==> config.mk <==
export PLATFORM = sky130hd
export DESIGN_NAME = mbrc_front_flat
export DESIGN_NICKNAME = d
export VERILOG_FILES = /design/src/design/mbrc_pkg.sv /design/src/design/mbrc_ifs.sv /design/src/design/mbrc_front.sv /design/src/flat_wrapper.sv
export SDC_FILE = /design/constraint.sdc
export NUM_CORES = 1
export LEC_CHECK = 0
export BUFFER_PORTS_ARGS = -buffer_cell sky130_fd_sc_hd__buf_2
export CAP_MARGIN = 5
export CORE_MARGIN = 5
export CORE_UTILIZATION = 55
export DETAILED_ROUTE_END_ITERATION = 6
export GPL_TIMING_DRIVEN = 1
export PLACE_DENSITY = 0.78
export SYNTH_ARGS = -nofsm -noshare
export SYNTH_HDL_FRONTEND = slang
export SYNTH_SLANG_ARGS = --single-unit
==> constraint.sdc <==
create_clock -name clock -period 4.15 [get_ports clock]
set_clock_uncertainty 0.1 [all_clocks]
set_input_delay 1.0375 -clock clock [delete_from_list [all_inputs] [get_ports clock]]
set_output_delay 1.0375 -clock clock [all_outputs]
set_load 0.1 [all_outputs]
==> src/design/mbrc_pkg.sv <==
// Modbus RTU response checker: shared types, constants and the CRC-16 step.
// Used by every other design file but mbrc_ifs.sv; depends on nothing.
package mbrc_pkg;

   localparam int MaxFrameBytesDef = 256;
   localparam int QueueDepth       = 4;
   localparam int QueuePtrW        = $clog2(QueueDepth);

   localparam logic [15:0] CrcPoly       = 16'hA001;
   localparam logic [15:0] CrcInit       = 16'hFFFF;
   localparam logic [7:0]  ExcBit        = 8'h80;
   localparam logic [7:0]  FuncReadHold  = 8'h03;
   localparam logic [7:0]  FuncReadInput = 8'h04;

   typedef enum logic [2:0] {
      ST_OK    = 3'd0,
      ST_SHORT = 3'd1,
      ST_CRC   = 3'd2,
      ST_EXC   = 3'd3,
      ST_LEN   = 3'd4,
      ST_EMPTY = 3'd5
   } status_type;

   typedef enum logic {
      KIND_PAYLOAD = 1'b0,
      KIND_STATUS  = 1'b1
   } kind_type;

   // Classified result, queued between front and back.
   typedef struct packed {
      kind_type   kind;
      logic [7:0] data;
      logic       too_short;
      logic       crc_bad;
      logic       exc;
      logic       len_bad;
      logic [7:0] count;
   } item_type;

   // One byte through the reflected CRC-16, eight shift steps unrolled.
   function automatic logic [15:0] crc_feed(input logic [15:0] crc, input logic [7:0] b);
      logic [15:0] c;
      c = crc ^ {8'h00, b};
      for (int k = 0; k < 8; k++) begin
         if (c[0]) c = (c >> 1) ^ CrcPoly;
         else      c = c >> 1;
      end
      return c;
   endfunction

endpackage

==> src/design/mbrc_ifs.sv <==
// Valid/ready channel interfaces for the request bytes and the response items.
// Depends on nothing.
interface mbrc_req_if;
   logic       valid;
   logic       ready;
   logic [7:0] rx_byte;
   logic       frame_end;
   modport source (output valid, output rx_byte, output frame_end, input ready);
   modport sink (input valid, input rx_byte, input frame_end, output ready);
endinterface


==> src/design/mbrc_front.sv <==
// Front end: accepts frame bytes, runs the CRC and position tracking, and
// classifies each byte into a queued item. Depends on mbrc_pkg, mbrc_ifs.
module mbrc_front #(
   parameter int MAX_FRAME_BYTES = mbrc_pkg::MaxFrameBytesDef
) (
   input  logic              clock,
   input  logic              reset,
   mbrc_req_if.sink          req_bus,
   input  logic              queue_full,
   output logic              push_valid,
   output mbrc_pkg::item_type push_item
);
   localparam int PosW = $clog2(MAX_FRAME_BYTES + 2);
   localparam int LenW = PosW + 1;
   localparam int CmpW = (LenW > 9) ? LenW : 9;
   localparam logic [PosW-1:0] PosMax = PosW'(MAX_FRAME_BYTES + 1);

   logic [PosW-1:0] pos_ff, pos_in;
   logic [15:0]     crc_ff, crc_in;
   logic [7:0]      held_ff [2];
   logic [7:0]      held_in [2];
   logic [7:0]      fc_ff, fc_in;
   logic [7:0]      cnt_ff, cnt_in;

   logic            accept;
   logic [7:0]      b;
   logic [7:0]      fc_now, cnt_now;
   logic [15:0]     crc_next;
   logic [CmpW-1:0] len_c, cnt_c, pay_end;
   logic            is_read;

   assign req_bus.ready = !queue_full;
   assign accept = req_bus.valid && req_bus.ready;
   assign b      = req_bus.rx_byte;

   always_comb begin
      fc_now   = (pos_ff == PosW'(1)) ? b : fc_ff;
      cnt_now  = (pos_ff == PosW'(2)) ? b : cnt_ff;
      crc_next = (pos_ff >= PosW'(2)) ? mbrc_pkg::crc_feed(crc_ff, held_ff[0]) : crc_ff;
      len_c    = CmpW'(pos_ff) + CmpW'(1);
      cnt_c    = CmpW'(cnt_now) + CmpW'(5);
      pay_end  = CmpW'(cnt_ff) + CmpW'(3);
      is_read  = (fc_ff == mbrc_pkg::FuncReadHold) || (fc_ff == mbrc_pkg::FuncReadInput);

      push_item.count     = cnt_now;
      push_item.too_short = (pos_ff < PosW'(3));
      // received CRC: low byte first, so the byte before last is the low half
      push_item.crc_bad   = (crc_next != {b, held_ff[1]});
      push_item.exc       = (fc_now & mbrc_pkg::ExcBit) != 8'h00;
      push_item.len_bad   = (len_c > CmpW'(MAX_FRAME_BYTES)) || (cnt_c != len_c);
      push_item.data      = b;
      if (req_bus.frame_end) begin
         push_item.kind = mbrc_pkg::KIND_STATUS;
         push_valid     = accept;
      end else begin
         push_item.kind = mbrc_pkg::KIND_PAYLOAD;
         push_valid     = accept && (pos_ff >= PosW'(3)) && (CmpW'(pos_ff) < pay_end) && is_read;
      end

      pos_in     = pos_ff;
      crc_in     = crc_ff;
      held_in[0] = held_ff[0];
      held_in[1] = held_ff[1];
      fc_in      = fc_ff;
      cnt_in     = cnt_ff;
      if (accept) begin
         if (req_bus.frame_end) begin
            pos_in     = '0;
            crc_in     = mbrc_pkg::CrcInit;
            held_in[0] = '0;
            held_in[1] = '0;
            fc_in      = '0;
            cnt_in     = '0;
         end else begin
            if (pos_ff < PosMax) pos_in = pos_ff + PosW'(1);
            crc_in     = crc_next;
            held_in[0] = held_ff[1];
            held_in[1] = b;
            fc_in      = fc_now;
            cnt_in     = cnt_now;
         end
      end
   end

   always_ff @(posedge clock) begin
      if (reset) begin
         pos_ff     <= '0;
         crc_ff     <= mbrc_pkg::CrcInit;
         held_ff[0] <= '0;
         held_ff[1] <= '0;
         fc_ff      <= '0;
         cnt_ff     <= '0;
      end else begin
         pos_ff     <= pos_in;
         crc_ff     <= crc_in;
         held_ff[0] <= held_in[0];
         held_ff[1] <= held_in[1];
         fc_ff      <= fc_in;
         cnt_ff     <= cnt_in;
      end
   end

endmodule

==> src/flat_wrapper.sv <==
// flat-port wrapper written by rule: the top's interface ports become plain ports
module mbrc_front_flat 
#(
   parameter int MAX_FRAME_BYTES = mbrc_pkg::MaxFrameBytesDef
)
  (clock, reset, queue_full, push_valid, push_item, req_bus_valid, req_bus_rx_byte, req_bus_frame_end, req_bus_ready);
  mbrc_req_if req_bus_i ();
  input  logic clock;
  input  logic reset;
  input  logic queue_full;
  output logic push_valid;
  output mbrc_pkg::item_type push_item;
  input wire logic [$bits(req_bus_i.valid)-1:0] req_bus_valid;
  input wire logic [$bits(req_bus_i.rx_byte)-1:0] req_bus_rx_byte;
  input wire logic [$bits(req_bus_i.frame_end)-1:0] req_bus_frame_end;
  output wire logic [$bits(req_bus_i.ready)-1:0] req_bus_ready;
  assign req_bus_i.valid = req_bus_valid;
  assign req_bus_i.rx_byte = req_bus_rx_byte;
  assign req_bus_i.frame_end = req_bus_frame_end;
  assign req_bus_ready = req_bus_i.ready;
  mbrc_front #(.MAX_FRAME_BYTES(MAX_FRAME_BYTES)) u_core (.clock(clock), .reset(reset), .req_bus(req_bus_i), .queue_full(queue_full), .push_valid(push_valid), .push_item(push_item));
endmodule
==> impl_metrics.csv <==
group,metric,value,unit
outcome,status,"finished, violations left",
outcome,violations,"negative setup slack",
yosys,ys_seq_elements,57,
sta,final-max-slew-violation-count,0,
worst_setup_path,endpoint_kind,"output pin",
drt,wl_met1,4610,um
worst_setup_path,r2r-end,"u_core.crc_ff[0]",
drt,antenna_left,0,
drt,drc_errors,0,
worst_setup_path,path_max_fanout,3,
yosys,synth_area,0.003702,mm^2
drt,drt_wl_total,10680,um
floorplanning,num_rows,30,
yosys,yosys.cell_types.count,46,
layout,area_delta_synth_final,24.40,%
grt,antenna_found_initial,0,
worst_setup_path,critical_path.cell_chain,"xnor2_2, xor2_1, xor3_1, xnor2_2, xor2_1, a21oi_1, xnor2_1, nand4_1, buf_8",
drt,wl_met3,847,um
floorplanning,core,0.006681,mm^2
clocking,cts_tree,"done",
min_path,worstHoldPathCells,2,
grt,grt_pass1_vias,3319,
clocking,cts_buffers,9,
sta,hold_viol_final,0,
layout,stdcell_count,594,
worst_setup_path,r2r-start,"u_core.crc_ff[5]",
sta,fin_ws,-0.1068,ns
placement,place.detailed.hpwl,6955,um
drt,top_layer,"met4",
clocking,cts-root-buf,"clkbuf_8",
worst_setup_path,critPathRequiredTime,3.01,ns
clocking,cts.sink_count,57,
floorplanning,fp.dieH,92.05,um
sta,fin_hold_ws,0.4121,ns
drt,dr_wl_met2,4944,um
sta,slew_headroom,21.93,%
power_and_ir_drop,ir_worst_vdd,0.2143,mV
worst_setup_path,crit_family,"XOR/XNOR gates",
placement,port_buffers,35,
grt,grt_start_max_net_pins,58,
drt,vias,3621,
yosys,synthFlopType,"dfxtp_1",
min_path,hp-start,"u_core.fc_ff[5]",
worst_setup_path,reg2reg_depth,8,
sta,timing.fmax,234.9,MHz
yosys,async_reset_ff_share,0,%
power_and_ir_drop,power.density,284.7,mW/mm^2
sta,min_period,4.257,ns
clocking,clkTransAtPathRegs,0.07,ns
worst_setup_path,crit_slowest_cell,"xor3_1",
clocking,clock_path_buffers,2,
grt,grt_pass1_wl,16830,um
yosys,ys_warn_count,0,
grt,globalRoute.totalOverflow,0,
sta,tns,-0.1109,ns
flow_run,drv_cap,0,
worst_setup_path,cpPeakStageDelay,0.57,ns
worst_setup_path,start_kind,"flop",
drt,wire_per_inst,17.99,um
layout,final_nets,536,
placement,gp_congestion,0.9249,
placement,dp_cells,558,
floorplanning,die-area,0.008472,mm^2
clocking,clock_latency,0.35,ns
drt,firstDrtPassIters,5,
yosys,syn-num-nets,479,
placement,pre_cts_slack,0.1141,ns
sta,period_share,102.6,%
layout,antenna_cells,0,
min_path,holdPathEnd,"u_core.fc_ff[5]",
sta,worstMarginPinSlew,1.171,ns
sta,setup_violations,2,
yosys,synth_edf_count,0,
floorplanning,die_x,92.05,um
yosys,syn_area_per_cell,8.191,um^2
sta,rsz0062_at_grt,"true",
layout,fin_util,68.93,%
power_and_ir_drop,power,1.311,mW
worst_setup_path,worstPathArrival,3.12,ns
power_and_ir_drop,p_leak,1.943,nW
floorplanning,io-pin-count,36,
clocking,cts_hold_buf,0,
worst_setup_path,crit_type,"reg2out",
placement,placed_cell_area,0.004025,mm^2
worst_setup_path,cp.buffers_inverters,1,
worst_setup_path,r2r_slack,1.60,ns
yosys,synthCells,452,
min_path,holdCritPathClass,"reg2reg",
drt,via_per_inst,6.096,
drt,drt_iter0_drc,311,
layout,num-fill-cells,512,
grt,grt.total_usage,25.09,%
clocking,htree_levels,3,
yosys,ys_seq_area_share,30.82,%
layout,stdcell_area,0.004606,mm^2
layout,drive_gt1_share,26.46,%
floorplanning,start_util,55.41,%
## synth_stat cells (all sizes together), types with 11 or more instances
| cell | instances | area share (%) |
|---|---|---|
| nor2 | 62 | 6.3 |
| o22ai | 11 | 1.9 |
| mux2i | 14 | 4.1 |
| o21ai | 22 | 3.2 |
| clkbuf | 16 | 1.6 |
| dfxtp | 57 | 31 |
| inv | 11 | 1.1 |
| a22oi | 18 | 3.6 |
| and3 | 19 | 3.2 |
| a21oi | 32 | 4.3 |
| nand2 | 23 | 2.3 |
| nand2b | 16 | 2.7 |
| xnor2 | 36 | 8.5 |
| nand3 | 16 | 2.2 |
| buf | 15 | 3.3 |
| ha | 14 | 4.7 |
| xor2 | 21 | 5.0 |
## sequential cells by signal, indices dropped and copies added, names as in the netlist
signal	cells
u_core.cnt_ff	8
u_core.crc_ff	16
u_core.fc_ff	8
u_core.held_ff	16
u_core.pos_ff	9
## how the worst max path moves through the flow
stage                                   from       endpoint  cells after the start
after floorplan           req_bus_rx_byte[5]   push_item[8]                      6
after global placement    req_bus_rx_byte[1]   push_item[8]                      8
after detailed placement    u_core.pos_ff[7]  push_item[10]                      9
after CTS                   u_core.pos_ff[8]  push_item[10]                      9
after global routing        u_core.pos_ff[7]  push_item[10]                     10
final                       u_core.crc_ff[5]  push_item[10]                      9
## cell usage in the layout, fill, tap and decap left out, types with 3 or more instances in the layout
master | netlist | layout
mux2i_1 | 13 | 8
o21ai_1 | 3 | 4
xnor2_1 | 36 | 31
or4_4 | 2 | 4
xnor2_2 | 0 | 5
nand2_1 | 23 | 23
buf_6 | 2 | 5
nand3_1 | 16 | 15
buf_2 | 2 | 33
o21ai_2 | 2 | 3
a21oi_1 | 32 | 30
xor2_1 | 21 | 21
clkinv_4 | 0 | 3
and3_1 | 19 | 19
dfxtp_1 | 57 | 53
o22ai_1 | 11 | 11
o211ai_1 | 3 | 3
o21ai_0 | 17 | 15
buf_4 | 9 | 34
inv_1 | 11 | 9
dfxtp_2 | 0 | 4
ha_1 | 14 | 13
mux2_2 | 6 | 4
nand2b_1 | 16 | 16
clkbuf_8 | 0 | 9
mux2i_4 | 1 | 5
nor3_1 | 3 | 3
a22oi_1 | 18 | 18
clkinvlp_4 | 0 | 3
nand4_1 | 6 | 6
nor2_1 | 62 | 59
o21a_1 | 4 | 4
nand3b_1 | 3 | 3
## logic make-up (layout without fill, tap and decap cells)
family                   after synthesis  after routing  synth area share (%)
buffers and inverters                 42            102                 6.083
flip-flops                            57             57                 30.82
XOR/XNOR                              59             59                 14.73
multiplexers                          20             20                 5.948
AO/OA/AOI/OAI                         98             98                 16.12
adder cells (fa/ha/maj)               14             14                 4.731
AND/OR/NAND/NOR                      162            164                 21.56
## metal layers
layer  GRT usage (%)  vias up
met5               0        -
met4           11.26        0
met3           4.512       25
met2           37.77      168
met1           34.91     1721
li1                -     1707
## worst min-delay path, delay by kind of cell (launching register included)
kind / cells / cell delay [ns]
AOI/OAI and AO/OA: 1 / 0.07
DFF: 1 / 0.34
and+or+nand+nor: 1 / 0.08
## area by class of cell
| type | count | area, um^2 | area share [%] |
|---|---|---|---|
| Multi-Input combinational cell | 355 | 2552 | 55.42 |
| Inverter | 11 | 48.80 | 1.059 |
| Clock buffer | 9 | 123.9 | 2.689 |
| Sequential cell | 57 | 1146 | 24.88 |
| Clock inverter | 7 | 102.6 | 2.228 |
| Timing Repair Buffer | 75 | 531.8 | 11.55 |
| Tap cell | 80 | 100.1 | 2.173 |
## where the power goes
part | leakage [nW] | switching [mW] | internal [mW]
combinational | 1.37 | 0.115 | 0.0422
sequential | 0.462 | 0.00395 | 0.551
clock | 0.110 | 0.257 | 0.343
total | 1.94 | 0.375 | 0.936
## what timing repair did
action	in CTS	in global routing
setup endpoints to repair	2	2
resized for setup	13	34
setup buffers	4	13
endpoints found under the hold margin	0	0
gates cloned	2	1
pin swaps	7	15
(Power assumes the default switching activity.)
